**src/md5sh_pkg.sv**
```systemverilog
// Shared types, constants and round tables of the MD5 stream hasher.
package md5sh_pkg;

  // Initial chaining words A, B, C, D.
  localparam logic [31:0] INIT_A = 32'h67452301;
  localparam logic [31:0] INIT_B = 32'hefcdab89;
  localparam logic [31:0] INIT_C = 32'h98badcfe;
  localparam logic [31:0] INIT_D = 32'h10325476;

  // First byte of the padding.
  localparam logic [7:0] PAD_BYTE = 8'h80;

  // Byte position at which the length field starts in the last block.
  localparam logic [5:0] LEN_POS = 6'd56;

  // What the block under compression is made of.
  localparam logic [1:0] KIND_DATA    = 2'd0;  // 64 message bytes
  localparam logic [1:0] KIND_PAD     = 2'd1;  // tail bytes, pad byte, zeros
  localparam logic [1:0] KIND_PAD_LEN = 2'd2;  // tail bytes, pad byte, zeros, length
  localparam logic [1:0] KIND_LEN     = 2'd3;  // zeros and length

  // Per-round additive constants.
  localparam logic [31:0] ROUND_K [64] = '{
    32'hd76aa478, 32'he8c7b756, 32'h242070db, 32'hc1bdceee,
    32'hf57c0faf, 32'h4787c62a, 32'ha8304613, 32'hfd469501,
    32'h698098d8, 32'h8b44f7af, 32'hffff5bb1, 32'h895cd7be,
    32'h6b901122, 32'hfd987193, 32'ha679438e, 32'h49b40821,
    32'hf61e2562, 32'hc040b340, 32'h265e5a51, 32'he9b6c7aa,
    32'hd62f105d, 32'h02441453, 32'hd8a1e681, 32'he7d3fbc8,
    32'h21e1cde6, 32'hc33707d6, 32'hf4d50d87, 32'h455a14ed,
    32'ha9e3e905, 32'hfcefa3f8, 32'h676f02d9, 32'h8d2a4c8a,
    32'hfffa3942, 32'h8771f681, 32'h6d9d6122, 32'hfde5380c,
    32'ha4beea44, 32'h4bdecfa9, 32'hf6bb4b60, 32'hbebfbc70,
    32'h289b7ec6, 32'heaa127fa, 32'hd4ef3085, 32'h04881d05,
    32'hd9d4d039, 32'he6db99e5, 32'h1fa27cf8, 32'hc4ac5665,
    32'hf4292244, 32'h432aff97, 32'hab9423a7, 32'hfc93a039,
    32'h655b59c3, 32'h8f0ccc92, 32'hffeff47d, 32'h85845dd1,
    32'h6fa87e4f, 32'hfe2ce6e0, 32'ha3014314, 32'h4e0811a1,
    32'hf7537e82, 32'hbd3af235, 32'h2ad7d2bb, 32'heb86d391
  };

  // Rotate amounts, indexed by {round group, round index modulo four}.
  localparam logic [4:0] ROUND_ROT [16] = '{
    5'd7, 5'd12, 5'd17, 5'd22,
    5'd5, 5'd9,  5'd14, 5'd20,
    5'd4, 5'd11, 5'd16, 5'd23,
    5'd6, 5'd10, 5'd15, 5'd21
  };

  // Commands from the controller to the datapath.
  typedef struct packed {
    logic       byte_wr;      // store the input byte and bump the count
    logic       start;        // load the working words from the chain
    logic       round_en;     // run one compression round
    logic [5:0] round_idx;    // which round
    logic [1:0] kind;         // block make-up for the word assembly
    logic       fold;         // add the working words into the chain
    logic       digest_load;  // capture the digest and re-initialize
  } cmd_t;

  // Status from the datapath to the controller.
  typedef struct packed {
    logic [5:0] cnt_low;      // message byte count modulo 64
    logic       out_free;     // output register empty
  } sts_t;

endpackage

```
**src/md5sh_if.sv**
```systemverilog
// Word channels of the MD5 stream hasher: message bytes in, digest halves out.
interface md5sh_in_if;
  logic       valid;
  logic       ready;
  logic [7:0] data_byte;
  logic       byte_valid;
  logic       end_of_message;

  modport source (output valid, output data_byte, output byte_valid,
                  output end_of_message, input ready);
  modport sink   (input valid, input data_byte, input byte_valid,
                  input end_of_message, output ready);
endinterface

interface md5sh_out_if;
  logic        valid;
  logic        ready;
  logic [63:0] digest_half;
  logic        half_index;
  logic        last_result;

  modport source (output valid, output digest_half, output half_index,
                  output last_result, input ready);
  modport sink   (input valid, input digest_half, input half_index,
                  input last_result, output ready);
endinterface

```
**src/md5sh_ctrl.sv**
```systemverilog
// Controller state machine of the MD5 stream hasher.
module md5sh_ctrl (
  input  logic          clk_i,
  input  logic          rst_ni,
  input  logic          in_valid_i,
  input  logic          in_byte_valid_i,
  input  logic          in_eom_i,
  output logic          in_ready_o,
  input  md5sh_pkg::sts_t sts_i,
  output md5sh_pkg::cmd_t cmd_o
);

  localparam logic [1:0] ST_IDLE   = 2'd0;
  localparam logic [1:0] ST_ROUND  = 2'd1;
  localparam logic [1:0] ST_FOLD   = 2'd2;
  localparam logic [1:0] ST_DIGEST = 2'd3;

  logic [1:0] state_q, state_d;
  logic [5:0] round_q, round_d;
  logic [1:0] kind_q, kind_d;
  logic       final_q, final_d;
  logic [5:0] new_low;

  assign new_low    = sts_i.cnt_low + {5'd0, in_byte_valid_i};
  assign in_ready_o = (state_q == ST_IDLE);

  always_comb begin
    state_d = state_q;
    round_d = round_q;
    kind_d  = kind_q;
    final_d = final_q;

    cmd_o             = '0;
    cmd_o.round_idx   = round_q;
    cmd_o.kind        = kind_q;

    unique case (state_q)
      ST_IDLE: begin
        if (in_valid_i) begin
          cmd_o.byte_wr = in_byte_valid_i;
          if (in_byte_valid_i && (new_low == 6'd0)) begin
            // This byte fills the block.
            kind_d      = md5sh_pkg::KIND_DATA;
            final_d     = in_eom_i;
            round_d     = 6'd0;
            cmd_o.start = 1'b1;
            state_d     = ST_ROUND;
          end else if (in_eom_i) begin
            kind_d      = (new_low < md5sh_pkg::LEN_POS) ? md5sh_pkg::KIND_PAD_LEN
                                                          : md5sh_pkg::KIND_PAD;
            final_d     = 1'b1;
            round_d     = 6'd0;
            cmd_o.start = 1'b1;
            state_d     = ST_ROUND;
          end
        end
      end
      ST_ROUND: begin
        cmd_o.round_en = 1'b1;
        round_d        = round_q + 6'd1;
        if (round_q == 6'd63) begin
          state_d = ST_FOLD;
        end
      end
      ST_FOLD: begin
        cmd_o.fold = 1'b1;
        round_d    = 6'd0;
        unique case (kind_q)
          md5sh_pkg::KIND_DATA: begin
            if (final_q) begin
              kind_d  = md5sh_pkg::KIND_PAD_LEN;
              state_d = ST_ROUND;
            end else begin
              state_d = ST_IDLE;
            end
          end
          md5sh_pkg::KIND_PAD: begin
            kind_d  = md5sh_pkg::KIND_LEN;
            state_d = ST_ROUND;
          end
          default: begin
            state_d = ST_DIGEST;
          end
        endcase
      end
      ST_DIGEST: begin
        if (sts_i.out_free) begin
          cmd_o.digest_load = 1'b1;
          final_d           = 1'b0;
          state_d           = ST_IDLE;
        end
      end
      default: begin
        state_d = ST_IDLE;
      end
    endcase
  end

  always_ff @(posedge clk_i or negedge rst_ni) begin
    if (!rst_ni) begin
      state_q <= ST_IDLE;
      round_q <= 6'd0;
      kind_q  <= md5sh_pkg::KIND_DATA;
      final_q <= 1'b0;
    end else begin
      state_q <= state_d;
      round_q <= round_d;
      kind_q  <= kind_d;
      final_q <= final_d;
    end
  end

endmodule

```
**src/md5sh_datapath.sv**
```systemverilog
// Datapath of the MD5 stream hasher: block store, round unit, chain and output register.
module md5sh_datapath (
  input  logic            clk_i,
  input  logic            rst_ni,
  input  logic [7:0]      data_byte_i,
  input  md5sh_pkg::cmd_t cmd_i,
  output md5sh_pkg::sts_t sts_o,
  md5sh_out_if.source     out_o
);

  function automatic logic [31:0] bswap(input logic [31:0] x);
    bswap = {x[7:0], x[15:8], x[23:16], x[31:24]};
  endfunction

  logic [31:0]  blk_q [16];
  logic [63:0]  cnt_q, cnt_d;
  logic [31:0]  chain_q [4];
  logic [31:0]  a_q, b_q, c_q, d_q;
  logic [127:0] dig_q;
  logic         out_valid_q, half_q;

  // Round logic.
  logic [5:0]  ri;
  logic [3:0]  i4, g;
  logic [31:0] f, w, stored, sum, rot, k;
  logic [4:0]  s;
  logic [63:0] rot2, len;
  logic [31:0] fa, fb, fc, fd;

  assign ri = cmd_i.round_idx;
  assign i4 = ri[3:0];
  assign k  = md5sh_pkg::ROUND_K[ri];
  assign s  = md5sh_pkg::ROUND_ROT[{ri[5:4], ri[1:0]}];

  always_comb begin
    unique case (ri[5:4])
      2'd0: begin
        f = (b_q & c_q) | (~b_q & d_q);
        g = i4;
      end
      2'd1: begin
        f = (b_q & d_q) | (c_q & ~d_q);
        g = i4 + {i4[1:0], 2'b00} + 4'd1;
      end
      2'd2: begin
        f = b_q ^ c_q ^ d_q;
        g = i4 + {i4[2:0], 1'b0} + 4'd5;
      end
      default: begin
        f = c_q ^ (b_q | ~d_q);
        g = {i4[0], 3'b000} - i4;
      end
    endcase
  end

  // Message word assembly: stored bytes, pad byte, zero fill and length
  // are merged lane by lane according to the block kind.
  assign stored = blk_q[g];
  assign len    = {cnt_q[60:0], 3'b000};

  always_comb begin
    logic [5:0] j;
    logic       keep, pad, has_len;
    w = '0;
    for (int lane = 0; lane < 4; lane++) begin
      j       = {g, 2'(lane)};
      keep    = (cmd_i.kind == md5sh_pkg::KIND_DATA) ||
                (((cmd_i.kind == md5sh_pkg::KIND_PAD) ||
                  (cmd_i.kind == md5sh_pkg::KIND_PAD_LEN)) && (j < cnt_q[5:0]));
      pad     = ((cmd_i.kind == md5sh_pkg::KIND_PAD) ||
                 (cmd_i.kind == md5sh_pkg::KIND_PAD_LEN)) && (j == cnt_q[5:0]);
      has_len = ((cmd_i.kind == md5sh_pkg::KIND_PAD_LEN) ||
                 (cmd_i.kind == md5sh_pkg::KIND_LEN)) && (j >= md5sh_pkg::LEN_POS);
      if (keep) begin
        w[8*lane +: 8] = stored[8*lane +: 8];
      end else if (pad) begin
        w[8*lane +: 8] = md5sh_pkg::PAD_BYTE;
      end else if (has_len) begin
        w[8*lane +: 8] = len[8*j[2:0] +: 8];
      end
    end
  end

  assign sum  = a_q + f + k + w;
  assign rot2 = {sum, sum} << s;
  assign rot  = rot2[63:32];

  assign fa = chain_q[0] + a_q;
  assign fb = chain_q[1] + b_q;
  assign fc = chain_q[2] + c_q;
  assign fd = chain_q[3] + d_q;

  assign cnt_d = cnt_q + 64'd1;

  // Block store: no reset, every byte that is read was written first.
  always_ff @(posedge clk_i) begin
    if (cmd_i.byte_wr) begin
      blk_q[cnt_q[5:2]][8*cnt_q[1:0] +: 8] <= data_byte_i;
    end
  end

  // Working words.
  always_ff @(posedge clk_i) begin
    if (cmd_i.start) begin
      a_q <= chain_q[0];
      b_q <= chain_q[1];
      c_q <= chain_q[2];
      d_q <= chain_q[3];
    end else if (cmd_i.fold) begin
      a_q <= fa;
      b_q <= fb;
      c_q <= fc;
      d_q <= fd;
    end else if (cmd_i.round_en) begin
      a_q <= d_q;
      d_q <= c_q;
      c_q <= b_q;
      b_q <= b_q + rot;
    end
  end

  // Chain words and byte count.
  always_ff @(posedge clk_i or negedge rst_ni) begin
    if (!rst_ni) begin
      chain_q[0] <= md5sh_pkg::INIT_A;
      chain_q[1] <= md5sh_pkg::INIT_B;
      chain_q[2] <= md5sh_pkg::INIT_C;
      chain_q[3] <= md5sh_pkg::INIT_D;
      cnt_q      <= 64'd0;
    end else begin
      if (cmd_i.digest_load) begin
        chain_q[0] <= md5sh_pkg::INIT_A;
        chain_q[1] <= md5sh_pkg::INIT_B;
        chain_q[2] <= md5sh_pkg::INIT_C;
        chain_q[3] <= md5sh_pkg::INIT_D;
        cnt_q      <= 64'd0;
      end else begin
        if (cmd_i.fold) begin
          chain_q[0] <= fa;
          chain_q[1] <= fb;
          chain_q[2] <= fc;
          chain_q[3] <= fd;
        end
        if (cmd_i.byte_wr) begin
          cnt_q <= cnt_d;
        end
      end
    end
  end

  // Output register holding both digest halves.
  always_ff @(posedge clk_i) begin
    if (cmd_i.digest_load) begin
      dig_q <= {bswap(chain_q[0]), bswap(chain_q[1]),
                bswap(chain_q[2]), bswap(chain_q[3])};
    end
  end

  always_ff @(posedge clk_i or negedge rst_ni) begin
    if (!rst_ni) begin
      out_valid_q <= 1'b0;
      half_q      <= 1'b0;
    end else if (cmd_i.digest_load) begin
      out_valid_q <= 1'b1;
      half_q      <= 1'b0;
    end else if (out_valid_q && out_o.ready) begin
      if (half_q) begin
        out_valid_q <= 1'b0;
        half_q      <= 1'b0;
      end else begin
        half_q <= 1'b1;
      end
    end
  end

  assign out_o.valid       = out_valid_q;
  assign out_o.digest_half = half_q ? dig_q[63:0] : dig_q[127:64];
  assign out_o.half_index  = half_q;
  assign out_o.last_result = half_q;

  assign sts_o.cnt_low  = cnt_q[5:0];
  assign sts_o.out_free = !out_valid_q;

endmodule

```
**src/md5_stream_hasher_top.sv**
```systemverilog
// Top level of the MD5 stream hasher: controller and datapath.
//
//   Channel   Dir   Fields                                   Word accepted when
//   in_i      in    data_byte, byte_valid, end_of_message    valid && ready
//   out_o     out   digest_half, half_index, last_result     valid && ready
//
// A byte that leaves its block incomplete only writes the block store and count; a byte
// that completes a block holds the input through the accept, 64 rounds at one per cycle,
// and a fold. An end-of-message word adds one or two padding blocks of 64 rounds and a
// fold each, then a digest register load, which waits while both halves of the previous
// digest drain. Reset loads the MD5 initial chain and clears the count; the block store
// needs no clearing. A stalled output holds up the digest load and, with it, the input.
module md5_stream_hasher_top (
  input  logic        clk_i,
  input  logic        rst_ni,
  md5sh_in_if.sink    in_i,
  md5sh_out_if.source out_o
);

  md5sh_pkg::cmd_t cmd;
  md5sh_pkg::sts_t sts;
  logic            in_ready;

  // The controller sequences byte capture, the compression rounds and padding.
  md5sh_ctrl u_ctrl (
    .clk_i           (clk_i),
    .rst_ni          (rst_ni),
    .in_valid_i      (in_i.valid),
    .in_byte_valid_i (in_i.byte_valid),
    .in_eom_i        (in_i.end_of_message),
    .in_ready_o      (in_ready),
    .sts_i           (sts),
    .cmd_o           (cmd)
  );

  assign in_i.ready = in_ready;

  // The datapath holds the block store, chain, round unit and output register.
  md5sh_datapath u_datapath (
    .clk_i       (clk_i),
    .rst_ni      (rst_ni),
    .data_byte_i (in_i.data_byte),
    .cmd_i       (cmd),
    .sts_o       (sts),
    .out_o       (out_o)
  );

endmodule
```
**src/flat_wrapper.sv**
```systemverilog
// flat-port wrapper written by rule: the top's interface ports become plain ports
module md5_stream_hasher_top_flat 
  (clk_i, rst_ni, in_i_valid, in_i_data_byte, in_i_byte_valid, in_i_end_of_message, in_i_ready, out_o_valid, out_o_digest_half, out_o_half_index, out_o_last_result, out_o_ready);
  md5sh_in_if in_i_i ();
  md5sh_out_if out_o_i ();
  input  logic clk_i;
  input  logic rst_ni;
  input wire logic [$bits(in_i_i.valid)-1:0] in_i_valid;
  input wire logic [$bits(in_i_i.data_byte)-1:0] in_i_data_byte;
  input wire logic [$bits(in_i_i.byte_valid)-1:0] in_i_byte_valid;
  input wire logic [$bits(in_i_i.end_of_message)-1:0] in_i_end_of_message;
  output wire logic [$bits(in_i_i.ready)-1:0] in_i_ready;
  output wire logic [$bits(out_o_i.valid)-1:0] out_o_valid;
  output wire logic [$bits(out_o_i.digest_half)-1:0] out_o_digest_half;
  output wire logic [$bits(out_o_i.half_index)-1:0] out_o_half_index;
  output wire logic [$bits(out_o_i.last_result)-1:0] out_o_last_result;
  input wire logic [$bits(out_o_i.ready)-1:0] out_o_ready;
  assign in_i_i.valid = in_i_valid;
  assign in_i_i.data_byte = in_i_data_byte;
  assign in_i_i.byte_valid = in_i_byte_valid;
  assign in_i_i.end_of_message = in_i_end_of_message;
  assign in_i_ready = in_i_i.ready;
  assign out_o_valid = out_o_i.valid;
  assign out_o_digest_half = out_o_i.digest_half;
  assign out_o_half_index = out_o_i.half_index;
  assign out_o_last_result = out_o_i.last_result;
  assign out_o_i.ready = out_o_ready;
  md5_stream_hasher_top u_core (.clk_i(clk_i), .rst_ni(rst_ni), .in_i(in_i_i), .out_o(out_o_i));
endmodule
```
**config.mk**
```make
export PLATFORM = sky130hd
export DESIGN_NAME = md5_stream_hasher_top_flat
export DESIGN_NICKNAME = d
export VERILOG_FILES = /design/src/md5sh_pkg.sv /design/src/md5sh_if.sv /design/src/md5sh_ctrl.sv /design/src/md5sh_datapath.sv /design/src/md5_stream_hasher_top.sv /design/src/flat_wrapper.sv
export SDC_FILE = /design/constraint.sdc
export NUM_CORES = 2
export LEC_CHECK = 0
export BUFFER_PORTS_ARGS = -buffer_cell sky130_fd_sc_hd__buf_2
export CAP_MARGIN = 20
export CORE_MARGIN = 10
export CORE_UTILIZATION = 40
export DETAILED_ROUTE_END_ITERATION = 10
export PLACE_DENSITY = 0.56
export SYNTH_ARGS = -nofsm -noshare
export SYNTH_HDL_FRONTEND = slang
export SYNTH_SLANG_ARGS = --single-unit
```
**constraint.sdc**
```tcl
create_clock -name clk_i -period 12.5 [get_ports clk_i]
set_input_delay 1.25 -clock clk_i [delete_from_list [all_inputs] [get_ports clk_i]]
set_output_delay 1.25 -clock clk_i [all_outputs]
set_load 0.02 [all_outputs]
```
==> results by group <==
Worst setup path
  • Slowest Stage Delay on Critical Path: 0.51 ns
  • Worst reg2reg path endpoint: u_core.u_datapath.b_q[30]
  • FF-to-FF Start: u_core.u_ctrl.round_q[0]
  • End of the critical path: u_core.u_datapath.b_q[30]
  • CP Launch Point: u_core.u_ctrl.round_q[0]
  • Critical Path End Type: register
  • Setup CP Type: register to register
  • Maximum fanout along the worst path: 10
  • Cell depth of the worst flop-to-flop path: 43
  • R2r setup slk: 0.83 ns
  • Startpoint type of the worst setup path: register
  • Arrival time of data at the critical path endpoint: 12.23 ns
  • Worst path slowest cell: sky130_fd_sc_hd__o311ai_1
  • Required time of the critical path: 13.06 ns

Clock network
  • CTS root buffer: sky130_fd_sc_hd__clkbuf_16
  • Reg clk slew, reported paths: 0.07 ns
  • TritonCTS Buffers: 105
  • Number of levels in the clock H-tree: 3
  • TritonCTS clock tree: yes
  • Clk_lat worst skew: 0.78 ns
  • Total of hold buffers inserted after clock tree synthesis: 0
  • Clock tree sinks: 970
  • Post-CTS Repair Setup Buffers: 0
  • Deepest clock path buffer count: 3

Timing
  • Tightest slew margin relative to the limit: 0.245
  • Max-slew violation count: 0
  • Setup TNS after final layout: 0 ns
  • Period utilisation layout: 0.933
  • Clock period minus worst slack: 11.67 ns
  • Final clock skew: 0.0990 ns
  • Final Hold Vio Count: 0
  • Pin slew with the least headroom to its limit: 1.12 ns
  • Unrepaired setup endpoints after global routing: false
  • Maximum achievable frequency: 0.0857 GHz
  • Number of setup violations in the final report: 0

Route
  • Count of vias placed by the detailed router: 42900
  • Overall routed net length: 185000 um
  • DRC violation count after routing: 0
  • Router iterations before antenna repair: 6
  • Remaining number of nets flagged by the antenna check after routing: 0
  • DR WL/cell: 25.2 um
  • Drt via density: 5.84
  • Detailed Route Iter0 Violations: 4146

GRT
  • All-Layer GR Usage: 0.223
  • Global route total overflow: 0
  • Global-route wire length before repair: 275000 um
  • Number of global-route vias before repair: 41300
  • Number of antenna violations at the first check in global routing: 6
  • Largest net degree at the start of global routing: 150

Synth
  • Sequential fraction of the synthesis area: 0.486
  • Leading register cell type out of synthesis: sky130_fd_sc_hd__edfxtp_1
  • Syn Nets: 5678
  • Mean cell area of the mapped netlist: 10.9 um^2
  • Count of cell types in the netlist: 93
  • Total of flip-flops plus latches after synthesis: 970
  • Post-synth EDFFs: 768
  • Netlist Area Pre-Place: 58100 um^2
  • Cells after Synth: 5350
  • Yosys synthesis warning count: 0
  • FFs w/ async S/R, synth: 0.208

Floorplan
  • Number of core rows: 139
  • Die width: 401 um
  • Initial Util: 0.404
  • Area of the die: 161000 um^2
  • Ports: 82
  • Placeable core region: 144000 um^2
  • Die extent in y: 401 um

Placed design
  • Routability-driven placement congestion ratio: 0.993
  • I/O Buffers: 81
  • DP Wirelength: 132000 um

Final layout
  • Share of layout cells above drive strength 1: 0.132
  • Multi-input gate area: 28100 um^2
  • Area of all sequential standard cells: 28200 um^2
  • Number of nets in the layout: 5676
  • Number of filler cells placed in the layout: 13400
  • Synth-to-Final Area Change: 10.6%

Worst hold path
  • Path type of the worst min-delay path: register to register

Outcome
  • Status: completed

Job
  • Max capacitance violation total: 0
Yosys cell counts (74+ instances only):
cell type                  instances  area [um^2]
sky130_fd_sc_hd__a21o_1           74          556
sky130_fd_sc_hd__a21oi_1         441         2210
sky130_fd_sc_hd__a31oi_1          97          607
sky130_fd_sc_hd__clkbuf_1        200          751
sky130_fd_sc_hd__dfrtp_1         138         3450
sky130_fd_sc_hd__edfxtp_1        768        23100
sky130_fd_sc_hd__ha_1            242         3030
sky130_fd_sc_hd__inv_1           205          769
sky130_fd_sc_hd__mux2_2          100         1130
sky130_fd_sc_hd__mux2i_1         191         1910
sky130_fd_sc_hd__mux4_2          132         2970
sky130_fd_sc_hd__nand2_1         556         2090
sky130_fd_sc_hd__nand3_1         101          505
sky130_fd_sc_hd__nor2_1          454         1700
sky130_fd_sc_hd__o21ai_0         374         1870
sky130_fd_sc_hd__xnor2_1         158         1380
sky130_fd_sc_hd__xor2_1           78          683
how the worst min path moves through the flow:
stage | start | depth (start not counted) | slack [ns] | endpoint
final | u_core.u_datapath.chain_q[119] | 0 | 0.41 | u_core.u_datapath.dig_q[111]
after global routing | u_core.u_datapath.chain_q[119] | 0 | 0.43 | u_core.u_datapath.dig_q[111]
after CTS | u_core.u_datapath.chain_q[119] | 0 | 0.41 | u_core.u_datapath.dig_q[111]
after detailed placement | u_core.u_datapath.chain_q[54] | 0 | 0.50 | u_core.u_datapath.dig_q[46]
after global placement | u_core.u_datapath.chain_q[81] | 0 | 0.50 | u_core.u_datapath.dig_q[73]
after floorplan | u_core.u_datapath.chain_q[111] | 0 | 0.47 | u_core.u_datapath.dig_q[119]
routing by layer:
| layer | track usage | vias up | part of all wire |
|---|---|---|---|
| met4 | 0.0736 | 2 | 0.035 |
| met2 | 0.353 | 1341 | 0.46 |
| li1 | - | 19800 | - |
| met1 | 0.313 | 21400 | 0.45 |
| met3 | 0.0309 | 289 | 0.058 |
| met5 | 0 | - | 0.000054 |
registers in the layout, indices dropped and copies added, names as in the netlist:
register / flops
u_core.u_datapath.out_o.half_index: 1
u_core.u_datapath.d_q: 32
u_core.u_datapath.a_q: 32
u_core.u_datapath.out_o.valid: 1
u_core.u_datapath.chain_q: 128
u_core.u_datapath.dig_q: 128
u_core.u_ctrl.final_q: 1
u_core.u_datapath.b_q: 32
u_core.u_datapath.cnt_q: 61
u_core.u_ctrl.round_q: 6
u_core.u_ctrl.state_q: 2
u_core.u_datapath.blk_q: 512
u_core.u_datapath.c_q: 32
u_core.u_ctrl.kind_q: 2
critical path, delay by kind of cell (launching register included):
family / cells / cell delay [ns]
multiplexers: 1 / 0.20
buffers and inverters: 5 / 0.72
XOR/XNOR: 2 / 0.31
flip-flops: 1 / 0.49
AO/OA/AOI/OAI: 20 / 5.47
AND/OR/NAND/NOR: 8 / 1.35
adder cells (fa/ha/maj): 7 / 2.89
layout make-up:
| type | instances | area share |
|---|---|---|
| Antenna cell | 4 | 0.000156 |
| Clock buffer | 141 | 0.0447 |
| Clock inverter | 56 | 0.0110 |
| Inverter | 208 | 0.0125 |
| Multi-Input combinational cell | 3893 | 0.437 |
| Sequential cell | 970 | 0.439 |
| Tap cell | 1903 | 0.0371 |
| Timing Repair Buffer | 170 | 0.0182 |
repair_timing:
action,CTS,global route
setup endpoints to repair,0,2
endpoints found under the hold margin,0,0
resized for setup,0,3
cell usage in the layout (no fill, tap or decap), types with 34 or more instances in the layout:
| master | synthesis | routed |
|---|---|---|
| sky130_fd_sc_hd__xor2_1 | 78 | 77 |
| sky130_fd_sc_hd__o22ai_1 | 37 | 37 |
| sky130_fd_sc_hd__o21ai_0 | 374 | 373 |
| sky130_fd_sc_hd__buf_4 | 3 | 80 |
| sky130_fd_sc_hd__nand3_1 | 101 | 101 |
| sky130_fd_sc_hd__fa_1 | 72 | 72 |
| sky130_fd_sc_hd__nand2b_1 | 45 | 44 |
| sky130_fd_sc_hd__nand2_1 | 556 | 556 |
| sky130_fd_sc_hd__clkbuf_16 | 0 | 105 |
| sky130_fd_sc_hd__o21a_1 | 47 | 47 |
| sky130_fd_sc_hd__buf_2 | 29 | 82 |
| sky130_fd_sc_hd__ha_1 | 242 | 241 |
| sky130_fd_sc_hd__or3_1 | 44 | 44 |
| sky130_fd_sc_hd__and3_1 | 37 | 37 |
| sky130_fd_sc_hd__mux4_2 | 132 | 132 |
| sky130_fd_sc_hd__a21o_1 | 74 | 74 |
| sky130_fd_sc_hd__o211ai_1 | 58 | 58 |
| sky130_fd_sc_hd__and2_1 | 51 | 50 |
| sky130_fd_sc_hd__mux2_2 | 100 | 100 |
| sky130_fd_sc_hd__a211oi_1 | 68 | 68 |
| sky130_fd_sc_hd__or2_2 | 47 | 46 |
| sky130_fd_sc_hd__nor2_1 | 454 | 453 |
| sky130_fd_sc_hd__inv_1 | 205 | 202 |
| sky130_fd_sc_hd__a31oi_1 | 97 | 96 |
| sky130_fd_sc_hd__dfstp_2 | 64 | 64 |
| sky130_fd_sc_hd__a21oi_1 | 441 | 441 |
| sky130_fd_sc_hd__nor3_1 | 65 | 65 |
| sky130_fd_sc_hd__edfxtp_1 | 768 | 768 |
| sky130_fd_sc_hd__xnor2_1 | 158 | 156 |
| sky130_fd_sc_hd__nor2b_1 | 34 | 34 |
| sky130_fd_sc_hd__dfrtp_1 | 138 | 133 |
| sky130_fd_sc_hd__mux2i_1 | 191 | 191 |
stage by stage:
stage | std cells | hold WS (ns) | util | instance area, um^2 | worst slack, ns
finish | 7345 | 0.414 | 0.447 | 64200 | 0.834
global route | 7341 | 0.429 | 0.446 | 64200 | 0.0492
CTS | 7341 | 0.408 | 0.446 | 64200 | 0.770
detailed placement | 7144 | 0.497 | 0.421 | 60600 | 0.873
global placement | 7142 | 0.499 | 0.421 | 60600 | 1.13
floorplan | 5350 | 0.469 | - | 58100 | 0.987
cells by family after synthesis:
kind of cell / Yosys count / share of synthesized area
AOI/OAI and AO/OA: 1405 / 0.148
xor gates and xnor gates: 237 / 0.0359
adders and majority gates: 314 / 0.0770
buffers and inverters: 487 / 0.0326
DFF: 970 / 0.486
muxes: 423 / 0.104
and+or+nand+nor: 1514 / 0.118
Power is left out: the tool's default activity adds up to more than one toggle a clock period on the data nets, which glitch-free logic cannot reach.
